--- config.mk ---
export PLATFORM = sky130hd
export DESIGN_NAME = in_order_reply_reorder_buffer
export DESIGN_NICKNAME = d
export VERILOG_FILES = /design/src/design/iorrb_pkg.sv /design/src/design/in_order_reply_reorder_buffer.sv /design/src/design/iorrb_ctrl.sv /design/src/design/iorrb_dp.sv
export SDC_FILE = /design/constraint.sdc
export NUM_CORES = 2
export LEC_CHECK = 0
export ABC_AREA = 0
export BUFFER_PORTS_ARGS = -buffer_cell sky130_fd_sc_hd__buf_2
export CORE_AREA = 3 3 356 358
export CTS_BUF_LIST = sky130_fd_sc_hd__clkbuf_4
export CTS_CLUSTER_DIAMETER = 200
export DETAILED_ROUTE_END_ITERATION = 8
export DIE_AREA = 0 0 359 361
export MAX_ROUTING_LAYER = met4
export PLACE_DENSITY = 0.64
export SLEW_MARGIN = 25
export SYNTH_ARGS = -nofsm -noshare
export SYNTH_HDL_FRONTEND = slang
export SYNTH_SLANG_ARGS = --single-unit
--- constraint.sdc ---
create_clock -name i_clk -period 15.4 [get_ports i_clk]
set_input_delay 2.31 -clock i_clk [delete_from_list [all_inputs] [get_ports i_clk]]
set_output_delay 2.31 -clock i_clk [all_outputs]
set_load 0.01 [all_outputs]
--- src/design/iorrb_pkg.sv ---
package iorrb_pkg;

    // Queue geometry and tag counter width.
    localparam int QUEUE_DEPTH = 16;
    localparam int TAG_BITS    = 32;
    localparam int IDX_W       = $clog2(QUEUE_DEPTH);
    localparam int CNT_W       = IDX_W + 1;

    // Field widths on the stream ports.
    localparam int FIELD_W    = 32;
    localparam int TYPE_W     = 2;
    localparam int KIND_W     = 2;
    localparam int IN_DATA_W  = 2 * FIELD_W;
    localparam int OUT_DATA_W = 2 * FIELD_W;
    localparam int OUT_USER_W = KIND_W + 1;

    // Input item types.
    localparam logic [TYPE_W-1:0] REQ_NEW   = 2'd0;
    localparam logic [TYPE_W-1:0] REQ_REPLY = 2'd1;
    localparam logic [TYPE_W-1:0] REQ_MSG   = 2'd2;

    // Result kinds.
    localparam logic [KIND_W-1:0] KIND_TAG  = 2'd0;
    localparam logic [KIND_W-1:0] KIND_SENT = 2'd1;
    localparam logic [KIND_W-1:0] KIND_REJ  = 2'd2;

    typedef enum logic [1:0] {
        ST_IDLE,
        ST_EXEC,
        ST_DRAIN
    } t_state;

    typedef enum logic [2:0] {
        EMIT_NONE,
        EMIT_TAG,
        EMIT_MSG,
        EMIT_REJ,
        EMIT_PEND
    } t_emit_sel;

    typedef struct packed {
        logic      capture;
        logic      append_req;
        logic      append_msg;
        logic      reply_upd;
        logic      pend_load;
        t_emit_sel emit;
        logic      emit_last;
    } t_cmd;

    typedef struct packed {
        logic [TYPE_W-1:0] req_type;
        logic              link_up;
        logic              empty;
        logic              full;
        logic              out_free;
        logic              nonhead_hit;
        logic              head_avail;
        logic              pend_valid;
    } t_status;

    // Circular index wrap for a value below twice the depth.
    function automatic logic [IDX_W-1:0] f_wrap(input logic [IDX_W:0] v);
        logic [IDX_W:0] d;
        d = (IDX_W+1)'(QUEUE_DEPTH);
        if (v >= d) begin
            return IDX_W'(v - d);
        end
        return IDX_W'(v);
    endfunction

endpackage

--- src/design/in_order_reply_reorder_buffer.sv ---
// A tag, rejection or message result is loaded into the output register in the execution
// state after its input transfer is captured, once that register is free; a drained entry
// first passes the holding register. Each item is captured and executed before the next is
// taken; a reply, unless it completes an entry behind the head or the link is down, then drains
// one result per cycle while the output is free, as set by the single head read of the store.
// Reset is synchronous and active low; it empties the queue, zeroes the tag counter and sets
// link_up. Entry contents are not cleared and need no clearing pass.
module in_order_reply_reorder_buffer (
    input  logic                                i_clk,
    input  logic                                i_rst_n,
    // Input stream.
    input  logic                                i_s_tvalid,
    output logic                                o_s_tready,
    input  logic [iorrb_pkg::IN_DATA_W-1:0]     i_s_tdata,  // request_tag, payload_tag
    input  logic [iorrb_pkg::TYPE_W-1:0]        i_s_tuser,  // req_type
    // Result stream.
    output logic                                o_m_tvalid,
    input  logic                                i_m_tready,
    output logic [iorrb_pkg::OUT_DATA_W-1:0]    o_m_tdata,  // tag_out, payload_out
    output logic [iorrb_pkg::OUT_USER_W-1:0]    o_m_tuser,  // result_kind, is_reply
    output logic                                o_m_tlast,  // last
    // Configuration write channel for link_up.
    input  logic                                i_cfg_valid,
    output logic                                o_cfg_ready,
    input  logic                                i_cfg_data
);
    import iorrb_pkg::*;

    t_cmd    w_cmd;
    t_status w_status;

    // The link_up register takes every write transfer at once.
    assign o_cfg_ready = 1'b1;

    // The controller sequences each item: capture (the reply tag is compared with
    // every live entry in the same cycle), execution, and for a reply with the link
    // up and no match behind the head a drain that moves one entry a cycle, while the
    // output is free, into a holding register. The held entry is sent once the next
    // head is known, so that the last marker can be set on the final drain result.
    iorrb_ctrl u_ctrl (
        .i_clk      (i_clk),
        .i_rst_n    (i_rst_n),
        .i_s_tvalid (i_s_tvalid),
        .i_status   (w_status),
        .o_s_tready (o_s_tready),
        .o_cmd      (w_cmd)
    );

    // The datapath holds the entry store, queue pointers, tag counter and the output
    // register. A finished result waits there while the next item is taken in.
    iorrb_dp u_dp (
        .i_clk       (i_clk),
        .i_rst_n     (i_rst_n),
        .i_cmd       (w_cmd),
        .i_type      (i_s_tuser),
        .i_rtag      (i_s_tdata[FIELD_W-1:0]),
        .i_pay       (i_s_tdata[2*FIELD_W-1:FIELD_W]),
        .i_cfg_valid (i_cfg_valid),
        .i_cfg_data  (i_cfg_data),
        .i_m_tready  (i_m_tready),
        .o_status    (w_status),
        .o_m_tvalid  (o_m_tvalid),
        .o_m_tdata   (o_m_tdata),
        .o_m_tuser   (o_m_tuser),
        .o_m_tlast   (o_m_tlast)
    );

endmodule

--- src/design/iorrb_ctrl.sv ---
module iorrb_ctrl (
    input  logic               i_clk,
    input  logic               i_rst_n,
    input  logic               i_s_tvalid,
    input  iorrb_pkg::t_status i_status,
    output logic               o_s_tready,
    output iorrb_pkg::t_cmd    o_cmd
);
    import iorrb_pkg::*;

    t_state r_state;
    t_state n_state;

    always_ff @(posedge i_clk) begin
        if (!i_rst_n) begin
            r_state <= ST_IDLE;
        end else begin
            r_state <= n_state;
        end
    end

    // Next state.
    always_comb begin
        n_state = r_state;
        case (r_state)
            ST_IDLE: begin
                if (i_s_tvalid) begin
                    n_state = ST_EXEC;
                end
            end
            ST_EXEC: begin
                case (i_status.req_type)
                    REQ_NEW: begin
                        if (i_status.out_free) begin
                            n_state = ST_IDLE;
                        end
                    end
                    REQ_REPLY: begin
                        if (!i_status.link_up || i_status.nonhead_hit) begin
                            n_state = ST_IDLE;
                        end else begin
                            n_state = ST_DRAIN;
                        end
                    end
                    REQ_MSG: begin
                        if (!i_status.link_up) begin
                            n_state = ST_IDLE;
                        end else if (i_status.empty || i_status.full) begin
                            if (i_status.out_free) begin
                                n_state = ST_IDLE;
                            end
                        end else begin
                            n_state = ST_IDLE;
                        end
                    end
                    default: begin
                        n_state = ST_IDLE;
                    end
                endcase
            end
            ST_DRAIN: begin
                if (!i_status.head_avail) begin
                    if (!i_status.pend_valid || i_status.out_free) begin
                        n_state = ST_IDLE;
                    end
                end
            end
            default: begin
                n_state = ST_IDLE;
            end
        endcase
    end

    // Commands to the datapath.
    always_comb begin
        o_s_tready = 1'b0;
        o_cmd      = '0;
        case (r_state)
            ST_IDLE: begin
                o_s_tready    = 1'b1;
                o_cmd.capture = i_s_tvalid;
            end
            ST_EXEC: begin
                case (i_status.req_type)
                    REQ_NEW: begin
                        if (i_status.out_free) begin
                            if (i_status.full) begin
                                o_cmd.emit = EMIT_REJ;
                            end else begin
                                o_cmd.append_req = 1'b1;
                                o_cmd.emit       = EMIT_TAG;
                            end
                        end
                    end
                    REQ_REPLY: begin
                        o_cmd.reply_upd = i_status.link_up;
                    end
                    REQ_MSG: begin
                        if (i_status.link_up) begin
                            if (i_status.empty) begin
                                if (i_status.out_free) begin
                                    o_cmd.emit = EMIT_MSG;
                                end
                            end else if (i_status.full) begin
                                if (i_status.out_free) begin
                                    o_cmd.emit = EMIT_REJ;
                                end
                            end else begin
                                o_cmd.append_msg = 1'b1;
                            end
                        end
                    end
                    default: begin
                        o_cmd = '0;
                    end
                endcase
            end
            ST_DRAIN: begin
                if (i_status.head_avail) begin
                    if (!i_status.pend_valid) begin
                        o_cmd.pend_load = 1'b1;
                    end else if (i_status.out_free) begin
                        o_cmd.pend_load = 1'b1;
                        o_cmd.emit      = EMIT_PEND;
                    end
                end else if (i_status.pend_valid && i_status.out_free) begin
                    o_cmd.emit      = EMIT_PEND;
                    o_cmd.emit_last = 1'b1;
                end
            end
            default: begin
                o_cmd = '0;
            end
        endcase
    end

endmodule

--- src/design/iorrb_dp.sv ---
module iorrb_dp (
    input  logic                                i_clk,
    input  logic                                i_rst_n,
    input  iorrb_pkg::t_cmd                     i_cmd,
    input  logic [iorrb_pkg::TYPE_W-1:0]        i_type,
    input  logic [iorrb_pkg::FIELD_W-1:0]       i_rtag,
    input  logic [iorrb_pkg::FIELD_W-1:0]       i_pay,
    input  logic                                i_cfg_valid,
    input  logic                                i_cfg_data,
    input  logic                                i_m_tready,
    output iorrb_pkg::t_status                  o_status,
    output logic                                o_m_tvalid,
    output logic [iorrb_pkg::OUT_DATA_W-1:0]    o_m_tdata,
    output logic [iorrb_pkg::OUT_USER_W-1:0]    o_m_tuser,
    output logic                                o_m_tlast
);
    import iorrb_pkg::*;

    // Entry store.
    logic                r_has_tag [QUEUE_DEPTH];
    logic [TAG_BITS-1:0] r_tag     [QUEUE_DEPTH];
    logic                r_done    [QUEUE_DEPTH];
    logic [FIELD_W-1:0]  r_pay_ent [QUEUE_DEPTH];

    // Queue control.
    logic                r_link_up;
    logic [TAG_BITS-1:0] r_next_tag;
    logic [IDX_W-1:0]    r_head;
    logic [CNT_W-1:0]    r_count;

    // Captured item.
    logic [TYPE_W-1:0]      r_type;
    logic [FIELD_W-1:0]     r_pay;
    logic [QUEUE_DEPTH-1:0] r_match;

    // Entry held back until it is known whether it closes the drain.
    logic               r_pend_valid;
    logic [FIELD_W-1:0] r_pend_tag;
    logic [FIELD_W-1:0] r_pend_pay;
    logic               r_pend_rep;

    // Output register.
    logic               r_out_valid;
    logic [KIND_W-1:0]  r_out_kind;
    logic [FIELD_W-1:0] r_out_tag;
    logic [FIELD_W-1:0] r_out_pay;
    logic               r_out_rep;
    logic               r_out_last;

    logic [QUEUE_DEPTH-1:0] w_match;
    logic [QUEUE_DEPTH-1:0] w_rot;
    logic [IDX_W-1:0]       w_off;
    logic [IDX_W-1:0]       w_nh_pos;
    logic [IDX_W-1:0]       w_nh_slot;
    logic                   w_nh_hit;
    logic                   w_head_match;
    logic [IDX_W-1:0]       w_tail;
    logic [IDX_W-1:0]       w_head_nxt;
    logic                   w_append;
    logic                   w_out_free;

    // Compare the incoming reply tag with every live entry.
    always_comb begin
        w_match = '0;
        w_off   = '0;
        for (int s = 0; s < QUEUE_DEPTH; s++) begin
            w_off = f_wrap((IDX_W+1)'(s) + (IDX_W+1)'(QUEUE_DEPTH) - {1'b0, r_head});
            w_match[s] = ({1'b0, w_off} < r_count) && r_has_tag[s]
                         && (64'(r_tag[s]) == 64'(i_rtag));
        end
    end

    // Matches in queue order, and the first match behind the head.
    always_comb begin
        for (int i = 0; i < QUEUE_DEPTH; i++) begin
            w_rot[i] = r_match[f_wrap({1'b0, r_head} + (IDX_W+1)'(i))];
        end
        w_nh_hit = |w_rot[QUEUE_DEPTH-1:1];
        w_nh_pos = '0;
        for (int i = QUEUE_DEPTH - 1; i >= 1; i--) begin
            if (w_rot[i]) begin
                w_nh_pos = IDX_W'(i);
            end
        end
    end

    assign w_nh_slot    = f_wrap({1'b0, r_head} + {1'b0, w_nh_pos});
    assign w_head_match = r_match[r_head];
    assign w_tail       = f_wrap({1'b0, r_head} + r_count[IDX_W:0]);
    assign w_head_nxt   = f_wrap({1'b0, r_head} + (IDX_W+1)'(1));
    assign w_append     = i_cmd.append_req || i_cmd.append_msg;
    assign w_out_free   = !r_out_valid || i_m_tready;

    always_ff @(posedge i_clk) begin
        for (int s = 0; s < QUEUE_DEPTH; s++) begin
            if (w_append && (w_tail == IDX_W'(s))) begin
                r_has_tag[s] <= i_cmd.append_req;
                r_tag[s]     <= r_next_tag;
                r_done[s]    <= i_cmd.append_msg;
                r_pay_ent[s] <= i_cmd.append_msg ? r_pay : '0;
            end else if (i_cmd.reply_upd
                         && ((w_head_match && (r_head == IDX_W'(s)))
                             || (w_nh_hit && (w_nh_slot == IDX_W'(s))))) begin
                r_done[s]    <= 1'b1;
                r_pay_ent[s] <= r_pay;
            end
        end
    end

    always_ff @(posedge i_clk) begin
        if (!i_rst_n) begin
            r_link_up  <= 1'b1;
            r_next_tag <= '0;
            r_head     <= '0;
            r_count    <= '0;
        end else begin
            if (i_cfg_valid) begin
                r_link_up <= i_cfg_data;
            end
            if (i_cmd.append_req) begin
                r_next_tag <= r_next_tag + TAG_BITS'(1);
            end
            if (w_append) begin
                r_count <= r_count + CNT_W'(1);
            end else if (i_cmd.pend_load) begin
                r_count <= r_count - CNT_W'(1);
                r_head  <= w_head_nxt;
            end
        end
    end

    always_ff @(posedge i_clk) begin
        if (i_cmd.capture) begin
            r_type  <= i_type;
            r_pay   <= i_pay;
            r_match <= w_match;
        end
        if (i_cmd.pend_load) begin
            r_pend_tag <= r_has_tag[r_head] ? FIELD_W'(r_tag[r_head]) : '0;
            r_pend_pay <= r_pay_ent[r_head];
            r_pend_rep <= r_has_tag[r_head];
        end
    end

    always_ff @(posedge i_clk) begin
        if (!i_rst_n) begin
            r_pend_valid <= 1'b0;
            r_out_valid  <= 1'b0;
        end else begin
            if (i_cmd.pend_load) begin
                r_pend_valid <= 1'b1;
            end else if (i_cmd.emit == EMIT_PEND) begin
                r_pend_valid <= 1'b0;
            end
            if (i_cmd.emit != EMIT_NONE) begin
                r_out_valid <= 1'b1;
            end else if (i_m_tready) begin
                r_out_valid <= 1'b0;
            end
        end
    end

    always_ff @(posedge i_clk) begin
        case (i_cmd.emit)
            EMIT_TAG: begin
                r_out_kind <= KIND_TAG;
                r_out_tag  <= FIELD_W'(r_next_tag);
                r_out_pay  <= '0;
                r_out_rep  <= 1'b0;
                r_out_last <= 1'b1;
            end
            EMIT_MSG: begin
                r_out_kind <= KIND_SENT;
                r_out_tag  <= '0;
                r_out_pay  <= r_pay;
                r_out_rep  <= 1'b0;
                r_out_last <= 1'b1;
            end
            EMIT_REJ: begin
                r_out_kind <= KIND_REJ;
                r_out_tag  <= '0;
                r_out_pay  <= '0;
                r_out_rep  <= 1'b0;
                r_out_last <= 1'b1;
            end
            EMIT_PEND: begin
                r_out_kind <= KIND_SENT;
                r_out_tag  <= r_pend_tag;
                r_out_pay  <= r_pend_pay;
                r_out_rep  <= r_pend_rep;
                r_out_last <= i_cmd.emit_last;
            end
            default: begin
                r_out_kind <= r_out_kind;
            end
        endcase
    end

    assign o_status.req_type    = r_type;
    assign o_status.link_up     = r_link_up;
    assign o_status.empty       = (r_count == '0);
    assign o_status.full        = (r_count == CNT_W'(QUEUE_DEPTH));
    assign o_status.out_free    = w_out_free;
    assign o_status.nonhead_hit = w_nh_hit;
    assign o_status.head_avail  = (r_count != '0) && r_done[r_head];
    assign o_status.pend_valid  = r_pend_valid;

    assign o_m_tvalid = r_out_valid;
    assign o_m_tdata  = {r_out_pay, r_out_tag};
    assign o_m_tuser  = {r_out_rep, r_out_kind};
    assign o_m_tlast  = r_out_last;

endmodule

==> reports/metrics.cfg <==
[run_status]
status = complete, no violations

[worst_hold_path]
hold-path-cell-count = 2
hold_class = flip-flop to flip-flop

[routing]
drt_iter0_markers = 6416
routed-via-count = 40076
dr.pass1.iters = 6
wirelength_um = 206000
viasPerCell = 6.47
ant_nets = 0
drc_errors = 0
wire_per_inst_um = 33.3

[final_layout]
area_growth_pct = 11.2
drive_gt1_share_pct = 28.3
nets = 4419
multiInputGateArea_um2 = 22500
regArea_um2 = 38200
fin_cells = 6191
fillers = 10064
layout_common_cells = 1238 x edfxtp_1, 513 x clkbuf_4, 350 x mux4_2, 313 x xnor2_1, 255 x xor2_1
final_common_cell = edfxtp_1

[floorplanning]
die_x_um = 359
die-height_um = 361
rows = 129
coreArea_um2 = 124000
initial_core_util_pct = 50.0
dieArea_um2 = 130000
ios = 143

[timing]
fmax_mhz = 117
finalSetupViolCount = 0
relSlewSlack_pct = 24.2
tightest_slew_ps = 1130
skew_ps = 115
grt_setup_unrepaired = false
hold_viol = 0
finalCritPeriodShare_pct = 55.5
min_period_ps = 8550
final_max_slew_viol_count = 0
setup-tns-final_ps = 0

[setup_path]
crit_type = flip-flop to flip-flop
reg2regPathDepth = 17
crit_required_ps = 16320
worstPathArrival_ps = 9460
path_max_fanout = 88
endpoint_kind = flip-flop
critPathLaunchType = flip-flop

[synth]
yosysUniqueCellTypes = 68
async_reset_ff_share_pct = 0
yosys_warnings = 0
synth_edf_count = 1238
seq_area_frac_synth_pct = 61.8
synth_nets = 4150
ys_ff_latch = 1289
synthCells = 4019
synth_top_cell_by_area = edfxtp_1
synth_top_area_share_pct = 60.2
avgSynthCellArea_um2 = 15.4
synthFlopType = edfxtp_1
synth_area_um2 = 61800
synthTopCellsByArea = edfxtp_1 60%, mux4_2 13%, xnor2_1 4.4%

[clocking]
cts_tree = built
cts_hold_buf = 0
cts_resized = 0
clk_pin_slew_ps = 60
htreeDepth = 5
cts_root_buf = clkbuf_4
clock_latency_ps = 1340
cts_setup_buffers = 0
clock_sinks = 1289
clock_path_buffers = 4
numCtsBuffers = 357

[global_routing]
grt_pass1_vias = 38708
gr-total-overflow = 0
grtUsageMet3_pct = 11.5
grt_most_used_layer = met1
grt_pass1_wl_um = 290000
track_usage_pct = 32.4
grt_max_degree = 144
use_met1_pct = 46.5
antenna_found_initial = 25
met2_usage_pct = 43.6

[place]
port_buffers = 141
dp.final_hpwl_um = 134000
dp_cells = 5566
place_congestion = 1.02

[power]
ir_drop_v = 0.0000821
power_density_nw_per_um2 = 108
power.leakage_nw = 21.0

[run]
cap_viol_max_count = 0

## sequential cells by signal, indices dropped and copies added, names as in the netlist, named ones only
signal	count
u_ctrl.r_state	2
u_dp.o_m_tlast	1
u_dp.o_m_tvalid	1
u_dp.r_count	5
u_dp.r_done	16
u_dp.r_has_tag	16
u_dp.r_head	4
u_dp.r_link_up	1
u_dp.r_match	16
u_dp.r_next_tag	32
u_dp.r_out_kind	2
u_dp.r_out_pay	32
u_dp.r_out_rep	1
u_dp.r_out_tag	32
u_dp.r_pay	32
u_dp.r_pay_ent	512
u_dp.r_pend_pay	32
u_dp.r_pend_rep	1
u_dp.r_pend_tag	32
u_dp.r_pend_valid	1
u_dp.r_tag	512
u_dp.r_type	2
## layout make-up
| class | count | share of cell area, % |
|---|---|---|
| repair buffers | 227 | 2.03 |
| diodes | 22 | 0.0802 |
| clock inverters | 90 | 0.667 |
| multi-input cells | 2370 | 32.8 |
| clock buffers | 513 | 5.61 |
| flip-flops and latches | 1289 | 55.6 |
| well taps | 1637 | 2.98 |
| inverters | 43 | 0.240 |
## worst paths after layout
check	slack (ps)	startpoint	endpoint
worst max-delay path	6850	u_dp.r_head[0]	u_dp.r_pay_ent[9][25]
worst min-delay path	500	u_ctrl.r_state[1]	u_ctrl.r_state[1]
worst max register to register	6850	u_dp.r_head[0]	u_dp.r_pay_ent[9][25]
worst min register to register	500	u_ctrl.r_state[1]	u_ctrl.r_state[1]
## cell families after synthesis
| logic type | count (synthesis) | share of synthesized area [%] |
|---|---|---|
| adder cells (fa/ha/maj) | 59 | 1.23 |
| AO/OA/AOI/OAI | 561 | 6.37 |
| buffers and inverters | 360 | 2.47 |
| flip-flops | 1289 | 61.8 |
| other | 1 | 0.00607 |
| XOR/XNOR | 568 | 8.05 |
| AND/OR/NAND/NOR | 808 | 6.78 |
| multiplexers | 373 | 13.3 |
## routing by layer
layer	routed length [µm]	share of wire (%)	up-vias
met4	5740	2.8	0
met2	87100	42	2895
met1	83400	41	20511
li1	-	-	16319
met3	29700	14	351
met5	0	0	-
## power breakdown
part	leakage [nW]	internal [W]	switching, W
Clock	2.59	0.00159	0.00146
Combinational	7.10	0.000141	0.000343
Sequential	11.3	0.00385	0.0000357
Total	21.0	0.00557	0.00184
## cell usage after synthesis (all sizes together) (72+ instances only)
| library cell | count |
|---|---|
| a21boi | 75 |
| a21oi | 274 |
| buf | 79 |
| clkbuf | 238 |
| edfxtp | 1238 |
| mux4 | 355 |
| nand2 | 151 |
| nand3 | 109 |
| nand4 | 86 |
| nor2 | 182 |
| nor2b | 72 |
| nor4 | 75 |
| xnor2 | 313 |
| xor2 | 255 |
## worst max-delay path, cell delays in order, from the launching register on
cell       delay, ps
dfxtp_4          550
buf_12           650
buf_4            840
mux4_1           710
mux4_1           600
o31ai_1          310
a211oi_1         130
o21ai_0          470
ha_1             320
a21o_1           150
a21oi_1          250
xnor2_1          320
nand2_1          370
a2111oi_4        550
nor2_4            30
buf_4            340
o31ai_4          890
buf_4            470
## stage by stage
| step | util [%] | worst slack, ps | instance area, µm² | hold slack, ps | power, W |
|---|---|---|---|---|---|
| 6_report | 55.6 | 6850 | 68700 | 496 | 0.00741 |
| 4_1_cts | 55.5 | 6940 | 68600 | 498 | 0.00744 |
| 3_3_place_gp | 52.0 | 7010 | 64300 | 476 | 0.00442 |
| 3_5_place_dp | 52.0 | 6910 | 64300 | 490 | 0.00443 |
| 2_1_floorplan | - | 5650 | 61800 | 450 | 0.00423 |
| 5_1_grt | 55.5 | 6380 | 68700 | 527 | 0.00767 |
(Power assumes the default switching activity.)
